--- src/rtl/core/assert_macros.svh ---
// assertion macros used by the converter top level
`ifndef ASSERT_MACROS_SVH
`define ASSERT_MACROS_SVH

// property checked on every rising edge of clk, off while in reset
`define ASSERT_CLKD(label, prop) \
    label: assert property (@(posedge clk) disable iff (!rst_n) prop) \
        else $error("assertion failed");

// implication checked on every rising edge of clk, off while in reset
`define ASSERT_IMPL(label, cond, prop) \
    label: assert property (@(posedge clk) disable iff (!rst_n) (cond) |-> (prop)) \
        else $error("assertion failed");

`endif

--- src/rtl/core/t2u_pkg.sv ---
// package with types, constants and character helpers for the text to unsigned converter
package t2u_pkg;

    localparam int OUT_VALUE_BITS = 64;
    localparam int BASE_BITS      = 6;
    localparam int STATUS_BITS    = 2;
    localparam int IN_DATA_BITS   = 8;
    localparam int OUT_DATA_BITS  = 72;

    typedef logic [BASE_BITS-1:0]   base_t;
    typedef logic [STATUS_BITS-1:0] status_t;
    typedef logic [7:0]             char_t;

    typedef enum logic [2:0] {
        PH_SKIP,
        PH_SIGN,
        PH_PREFIX,
        PH_PREFIX_X,
        PH_DIGITS,
        PH_DONE
    } phase_t;

    localparam status_t STAT_OK       = 2'd0;
    localparam status_t STAT_RANGE    = 2'd1;
    localparam status_t STAT_BAD_BASE = 2'd2;
    localparam status_t STAT_UNUSED   = 2'd3;

    localparam base_t MAX_BASE     = 6'd36;
    localparam base_t RADIX_RESET  = 6'd10;
    localparam base_t BASE_AUTO    = 6'd0;
    localparam base_t BASE_OCT     = 6'd8;
    localparam base_t BASE_DEC     = 6'd10;
    localparam base_t BASE_HEX     = 6'd16;
    localparam base_t NO_DIGIT     = 6'd63;

    localparam char_t CH_NUL   = 8'h00;
    localparam char_t CH_TAB   = 8'h09;
    localparam char_t CH_LF    = 8'h0a;
    localparam char_t CH_VT    = 8'h0b;
    localparam char_t CH_FF    = 8'h0c;
    localparam char_t CH_CR    = 8'h0d;
    localparam char_t CH_SPACE = 8'h20;
    localparam char_t CH_PLUS  = 8'h2b;
    localparam char_t CH_MINUS = 8'h2d;
    localparam char_t CH_ZERO  = 8'h30;
    localparam char_t CH_NINE  = 8'h39;
    localparam char_t CH_UP_A  = 8'h41;
    localparam char_t CH_UP_X  = 8'h58;
    localparam char_t CH_UP_Z  = 8'h5a;
    localparam char_t CH_LO_A  = 8'h61;
    localparam char_t CH_LO_X  = 8'h78;
    localparam char_t CH_LO_Z  = 8'h7a;

    function automatic logic is_space(input char_t ch);
        return (ch == CH_SPACE) || (ch == CH_TAB) || (ch == CH_LF) ||
               (ch == CH_CR) || (ch == CH_FF) || (ch == CH_VT);
    endfunction

    function automatic base_t digit_of(input char_t ch);
        char_t d;
        d = char_t'(NO_DIGIT);
        if ((ch >= CH_ZERO) && (ch <= CH_NINE))
        begin
            d = ch - CH_ZERO;
        end
        else if ((ch >= CH_UP_A) && (ch <= CH_UP_Z))
        begin
            d = ch - CH_UP_A + 8'd10;
        end
        else if ((ch >= CH_LO_A) && (ch <= CH_LO_Z))
        begin
            d = ch - CH_LO_A + 8'd10;
        end
        return d[BASE_BITS-1:0];
    endfunction

endpackage

--- src/rtl/core/text_to_unsigned_any_base.sv ---
// text to unsigned converter top level, one character per beat, result on the last beat
`include "assert_macros.svh"

// Takes one character per beat and accepts a new beat every cycle unless the
// slave side stalls, with no gaps between strings. A beat sits in the input
// register while the parse step and one multiply-add of the accumulator by the
// base run as combinational logic; the result of a string is registered on the
// master side when its last beat leaves the input register. A last beat waits
// there while an earlier result is still held on the master side, and the slave
// side stalls behind it. The rate is set by that multiply-add, which feeds the
// accumulator back for the next character.
// tdata out: value in bits 63:0, status in bits 65:64 (0 ok, 1 out of range,
// 2 invalid base). The radix register (reset 10) is written through the cfg
// channel; the user is to write it only between strings, which the block does not enforce.
module text_to_unsigned_any_base #(
    parameter int VALUE_BITS = 64
) (
    input  logic                                 clk,
    input  logic                                 rst_n,
    input  logic                                 cfg_valid,
    output logic                                 cfg_ready,
    input  t2u_pkg::base_t                       cfg_data,       // radix
    input  logic                                 s_axis_tvalid,
    output logic                                 s_axis_tready,
    input  logic [t2u_pkg::IN_DATA_BITS-1:0]     s_axis_tdata,   // char_byte
    input  logic                                 s_axis_tlast,   // last_char
    output logic                                 m_axis_tvalid,
    input  logic                                 m_axis_tready,
    output logic [t2u_pkg::OUT_DATA_BITS-1:0]    m_axis_tdata    // value, status, zero pad
);
    import t2u_pkg::*;

    localparam int PROD_BITS = VALUE_BITS + BASE_BITS;

    base_t                 radix_reg;

    logic                  in_valid_reg;
    char_t                 in_char_reg;
    logic                  in_last_reg;
    logic                  advance;

    phase_t                phase_reg,    phase_next;
    logic                  negate_reg,   negate_next;
    logic [VALUE_BITS-1:0] acc_reg,      acc_next;
    base_t                 base_reg,     base_next;
    logic                  ovf_reg,      ovf_next;

    logic                  out_valid_reg;
    logic [OUT_VALUE_BITS-1:0] value_reg, value_next;
    status_t               status_reg,   status_next;

    logic                  stop;
    base_t                 digit;
    base_t                 final_base;
    logic [PROD_BITS-1:0]  prod;

    // configuration
    assign cfg_ready = 1'b1;

    always_ff @(posedge clk or negedge rst_n)
    begin
        if (!rst_n)
        begin
            radix_reg <= RADIX_RESET;
        end
        else if (cfg_valid && cfg_ready)
        begin
            radix_reg <= cfg_data;
        end
    end

    // input register
    assign advance       = in_valid_reg && (!in_last_reg || !out_valid_reg || m_axis_tready);
    assign s_axis_tready = !in_valid_reg || advance;

    always_ff @(posedge clk or negedge rst_n)
    begin
        if (!rst_n)
        begin
            in_valid_reg <= 1'b0;
        end
        else if (s_axis_tready)
        begin
            in_valid_reg <= s_axis_tvalid;
        end
    end

    always_ff @(posedge clk)
    begin
        if (s_axis_tready && s_axis_tvalid)
        begin
            in_char_reg <= s_axis_tdata;
            in_last_reg <= s_axis_tlast;
        end
    end

    // parse step and multiply-add
    assign digit = digit_of(in_char_reg);
    assign prod  = PROD_BITS'(acc_reg) * PROD_BITS'(base_reg) + PROD_BITS'(digit);

    always_comb
    begin
        phase_next  = phase_reg;
        negate_next = negate_reg;
        acc_next    = acc_reg;
        base_next   = base_reg;
        ovf_next    = ovf_reg;
        stop        = 1'b0;

        if (phase_next == PH_SKIP)
        begin
            if (is_space(in_char_reg))
            begin
                stop = 1'b1;
            end
            else
            begin
                base_next = radix_reg;
                if (radix_reg > MAX_BASE)
                begin
                    phase_next = PH_DONE;
                    stop       = 1'b1;
                end
                else
                begin
                    phase_next = PH_SIGN;
                end
            end
        end

        if (!stop && (phase_next == PH_SIGN))
        begin
            phase_next = PH_PREFIX;
            if (in_char_reg == CH_MINUS)
            begin
                negate_next = 1'b1;
                stop        = 1'b1;
            end
            else if (in_char_reg == CH_PLUS)
            begin
                stop = 1'b1;
            end
        end

        if (!stop && (phase_next == PH_PREFIX))
        begin
            if ((base_next == BASE_AUTO) || (base_next == BASE_HEX))
            begin
                if (in_char_reg == CH_ZERO)
                begin
                    if (base_next == BASE_AUTO)
                    begin
                        base_next = BASE_OCT;
                    end
                    phase_next = PH_PREFIX_X;
                    stop       = 1'b1;
                end
                else if (base_next == BASE_AUTO)
                begin
                    base_next = BASE_DEC;
                end
            end
            if (!stop)
            begin
                phase_next = PH_DIGITS;
            end
        end

        if (!stop && (phase_next == PH_PREFIX_X))
        begin
            phase_next = PH_DIGITS;
            if ((in_char_reg == CH_LO_X) || (in_char_reg == CH_UP_X))
            begin
                base_next = BASE_HEX;
                stop      = 1'b1;
            end
        end

        // base_reg equals base_next here except on a digit whose beat also settled the
        // base, so the product below uses base_reg and that case takes the digit alone
        if (!stop && (phase_next == PH_DIGITS))
        begin
            if ((in_char_reg == CH_NUL) || (base_next == BASE_AUTO) || (digit >= base_next))
            begin
                phase_next = PH_DONE;
            end
            else if (base_next != base_reg)
            begin
                // accumulator is still zero when the base was just settled
                acc_next = VALUE_BITS'(digit);
            end
            else if (|prod[PROD_BITS-1:VALUE_BITS])
            begin
                ovf_next   = 1'b1;
                phase_next = PH_DONE;
            end
            else
            begin
                acc_next = prod[VALUE_BITS-1:0];
            end
        end

        // result on the last beat
        final_base = (phase_next == PH_SKIP) ? radix_reg : base_next;
        if (final_base > MAX_BASE)
        begin
            value_next  = OUT_VALUE_BITS'({VALUE_BITS{1'b1}});
            status_next = STAT_BAD_BASE;
        end
        else if (ovf_next)
        begin
            value_next  = OUT_VALUE_BITS'({VALUE_BITS{1'b1}});
            status_next = STAT_RANGE;
        end
        else
        begin
            value_next  = OUT_VALUE_BITS'(negate_next ? (VALUE_BITS'(0) - acc_next) : acc_next);
            status_next = STAT_OK;
        end

        if (in_last_reg)
        begin
            phase_next  = PH_SKIP;
            negate_next = 1'b0;
            acc_next    = '0;
            base_next   = BASE_AUTO;
            ovf_next    = 1'b0;
        end
    end

    always_ff @(posedge clk or negedge rst_n)
    begin
        if (!rst_n)
        begin
            phase_reg  <= PH_SKIP;
            negate_reg <= 1'b0;
            acc_reg    <= '0;
            base_reg   <= BASE_AUTO;
            ovf_reg    <= 1'b0;
        end
        else if (advance)
        begin
            phase_reg  <= phase_next;
            negate_reg <= negate_next;
            acc_reg    <= acc_next;
            base_reg   <= base_next;
            ovf_reg    <= ovf_next;
        end
    end

    // result register
    always_ff @(posedge clk or negedge rst_n)
    begin
        if (!rst_n)
        begin
            out_valid_reg <= 1'b0;
        end
        else if (advance && in_last_reg)
        begin
            out_valid_reg <= 1'b1;
        end
        else if (m_axis_tready)
        begin
            out_valid_reg <= 1'b0;
        end
    end

    always_ff @(posedge clk)
    begin
        if (advance && in_last_reg)
        begin
            value_reg  <= value_next;
            status_reg <= status_next;
        end
    end

    assign m_axis_tvalid = out_valid_reg;
    assign m_axis_tdata  = {{(OUT_DATA_BITS-OUT_VALUE_BITS-STATUS_BITS){1'b0}},
                            status_reg, value_reg};

    `ASSERT_IMPL(a_empty_ready, !in_valid_reg, s_axis_tready)
    `ASSERT_CLKD(a_last_gives_result, (advance && in_last_reg) |=> out_valid_reg)
    `ASSERT_CLKD(a_last_clears, (advance && in_last_reg) |=> (phase_reg == PH_SKIP && acc_reg == '0))
    `ASSERT_IMPL(a_status_code, out_valid_reg, status_reg != STAT_UNUSED)

endmodule
--- config.mk ---
export PLATFORM = sky130hd
export DESIGN_NAME = text_to_unsigned_any_base
export DESIGN_NICKNAME = d
export VERILOG_FILES = /design/src/rtl/core/t2u_pkg.sv /design/src/rtl/core/text_to_unsigned_any_base.sv
export VERILOG_INCLUDE_DIRS = /design/src /design/src/rtl/core
export SDC_FILE = /design/constraint.sdc
export NUM_CORES = 1
export LEC_CHECK = 0
export BUFFER_PORTS_ARGS = -buffer_cell sky130_fd_sc_hd__buf_2
export CORE_MARGIN = 1
export CORE_UTILIZATION = 45
export CTS_CLUSTER_SIZE = 12
export DETAILED_ROUTE_END_ITERATION = 10
export PLACE_DENSITY = 0.65
export SLEW_MARGIN = 20
export SYNTH_ARGS = -nofsm -noshare
export SYNTH_HDL_FRONTEND = slang
export SYNTH_SLANG_ARGS = --single-unit
--- constraint.sdc ---
create_clock -name clk -period 8 [get_ports clk]
set_input_delay 2.4 -clock clk [delete_from_list [all_inputs] [get_ports clk]]
set_output_delay 2.4 -clock clk [all_outputs]
set_load 0.1 [all_outputs]
==> results.json <==
{
  "num_vias": 21900,
  "antenna_found_initial": 2,
  "grt-ovfl-total": 0,
  "crit_path_end_kind": "register",
  "critical_path_class": "register to register",
  "design_area_mm2": 0.0270,
  "cp_top_family": "compound AO/OA/AOI/OAI gates",
  "hold_buffers": 0,
  "netlist_area_mm2": 0.0236,
  "grt_pass1_vias": 22100,
  "fp-row-count": 83,
  "drt_wl_total_um": 82600,
  "route.detailed.drc": 0,
  "cts_tree": "done",
  "die_h_um": 231,
  "swShare_pct": 52.4,
  "grt_start_max_net_pins": 51,
  "ir_worst_vdd_mv": 0.185,
  "dp_hpwl_um": 65200,
  "place_area_mm2": 0.0260,
  "yosys_most_used_dff": "dfrtp_1",
  "layout-drive-gt1-share_pct": 15.8,
  "crit_fanout": 36,
  "finalMaxSlewViolations": 0,
  "crit_buf_inv": 7,
  "period_share_pct": 98.8,
  "io_pins": 95,
  "clk_latency_ns": 0.52,
  "required_ns": 8.29,
  "synthCells": 2813,
  "power.leakage_nw": 13.0,
  "htreeDepth": 4,
  "diodes": 0,
  "cts-root-buf": "clkbuf_16",
  "comb_power_share_pct": 61.5,
  "initial_core_util_pct": 45.7,
  "grt_use_total_pct": 31.6,
  "skew_ns": 0.0192,
  "firstDrtPassIters": 6,
  "numPortBuffers": 87,
  "clockBufferDepth": 2,
  "fin_ws_ns": 0.100,
  "path_clk_slew_ns": 0.08,
  "place_worst_setup_slack_ns": -0.255,
  "pwr-share-seq_pct": 21.9,
  "final-setup-viol-count": 0,
  "power_density_mw_per_mm2": 184,
  "synth_seq_cells": 158,
  "start_kind": "register",
  "status": "complete, no violations",
  "cp_slowest_stage_delay_ns": 0.54,
  "cap_violations": 0,
  "syn_to_final_growth_pct": 14.5,
  "wl_per_cell_um": 22.6,
  "slew_headroom_pct": 31.1,
  "via_per_inst": 5.99,
  "synth.avg_cell_area_um2": 8.38,
  "drt-initial-drc-count": 1998,
  "clockPowerShare_pct": 16.5,
  "synthDistinctLibCells": 101,
  "cp.arrival_ns": 8.19,
  "routabilityCongestion": 0.999,
  "ys_seq_area_share_pct": 18.4,
  "die-width_um": 231,
  "postRouteAntennaNets": 0,
  "hold_viol_final": 0,
  "fmaxAchievable_mhz": 127,
  "core-area_mm2": 0.0515,
  "switching_power_mw": 2.60,
  "hp-class": "register to register",
  "cts_made_buffers": 17,
  "synth-edff-count": 75,
  "grt_first_pass_wirelength_um": 129000,
  "yosys_warnings": 0,
  "layout.nets": 3397,
  "async_flop_share_pct": 52.5,
  "final_common_cell": "nand2_1",
  "final_cell_mix": "nand2_1, inv_1, fa_1",
  "clock-sinks": 158,
  "dieArea_mm2": 0.0533,
  "tightest_slew_ns": 1.03,
  "cpMaxStageDelayCell": "fa_1",
  "internal-power_mw": 2.36,
  "layout_min_cycle_time_ns": 7.90
}
==> kinds of logic (layout without fill, tap and decap cells) <==
| family | after synthesis | in the layout | share of synthesized area (%) |
|---|---|---|---|
| simple gates | 1042 | 1042 | 21.9 |
| buf+inv | 462 | 620 | 7.57 |
| fa+ha+maj | 414 | 414 | 30.0 |
| compound gates | 602 | 602 | 17.0 |
| flops | 158 | 158 | 18.4 |
| mux | 21 | 21 | 0.919 |
| other cells | 2 | 7 | 0.0319 |
| xor+xnor | 112 | 112 | 4.16 |
==> cell usage after synthesis, drive strengths merged, types with 16 or more instances <==
library cell  count  share of area, %
a21o             26              0.83
a21oi           129               2.7
a22o             29               1.1
a22oi            42               1.4
a31oi            35              0.96
and2            199               5.3
buf              34              0.74
clkbuf          164               2.6
dfrtp            81               8.6
edfxtp           75               9.6
fa              252                21
ha              162               8.6
inv             263               4.2
mux2i            16              0.68
nand2           442               7.1
nand3            39              0.91
nand4            42               1.3
nor2            150               2.5
nor3             45               1.0
nor4             17              0.52
o211ai           26              0.85
o21a             16              0.51
o21ai           154               3.3
or3              25              0.66
xnor2            63               2.3
xor2             49               1.8
==> metrics by stage <==
stage	TNS (ns)	hold WS, ns	utilization [%]	total power, mW	std cells
finish	0	0.541	52.4	4.96	3656
global route	-0.466	0.578	52.4	5.15	3656
CTS	0	0.534	51.7	4.88	3645
detailed placement	-3.13	0.513	50.5	4.05	3611
global placement	-0.313	0.484	50.5	4.01	3611
floorplan	0	0.463	-	2.86	2818
==> path summary, 6_finish.rpt <==
kind	startpoint	endpoint	slack (ns)	cells past startpoint
max in group asynchronous	rst_n	base_reg[4]	4.80	2
min	ovf_reg	ovf_reg	0.54	2
min in group asynchronous	rst_n	acc_reg[44]	1.88	1
max	base_reg[4]	value_reg[51]	0.1	28
max reg2reg	base_reg[4]	value_reg[51]	0.1	28
min reg2reg	ovf_reg	ovf_reg	0.54	2
==> cell type report <==
cell class                 instances  area [um2]
fill                            4960       24500
timing repair buffer             324        2430
inverter                         264         996
sequential                       158        4340
clock inverter                    14         109
multi-input combinational       2198       17800
tap                              680         851
clock buffer                      18         429
==> power groups by stage <==
stage	Combinational (mW)	Clock, mW	Sequential (mW)
floorplan	1.37	0	1.49
global placement	2.91	0	1.10
detailed placement	2.95	0	1.10
CTS	2.96	0.832	1.09
global route	3.20	0.854	1.10
finish	3.05	0.819	1.09
==> repair_timing <==
item | in CTS | in global routing
buffers inserted | 2 | 11
setup endpoints to repair | 36 | 53
resized for setup | 10 | 60
pin swaps | 1 | 17
==> metal layers <==
metal	share of wire [%]	track usage (%)	vias to the layer above
li1	-	-	9833
met1	44	44.5	10900
met2	45	49.2	1041
met3	8.2	5.22	146
met4	2.9	10.3	0
met5	0	0	-
==> worst min-delay path: stages, from the launching register on <==
cell     delay (ns)
dfrtp_1        0.37
a31oi_1        0.05
nor2_1         0.08
Note: power is estimated with default switching activity, not from simulation.
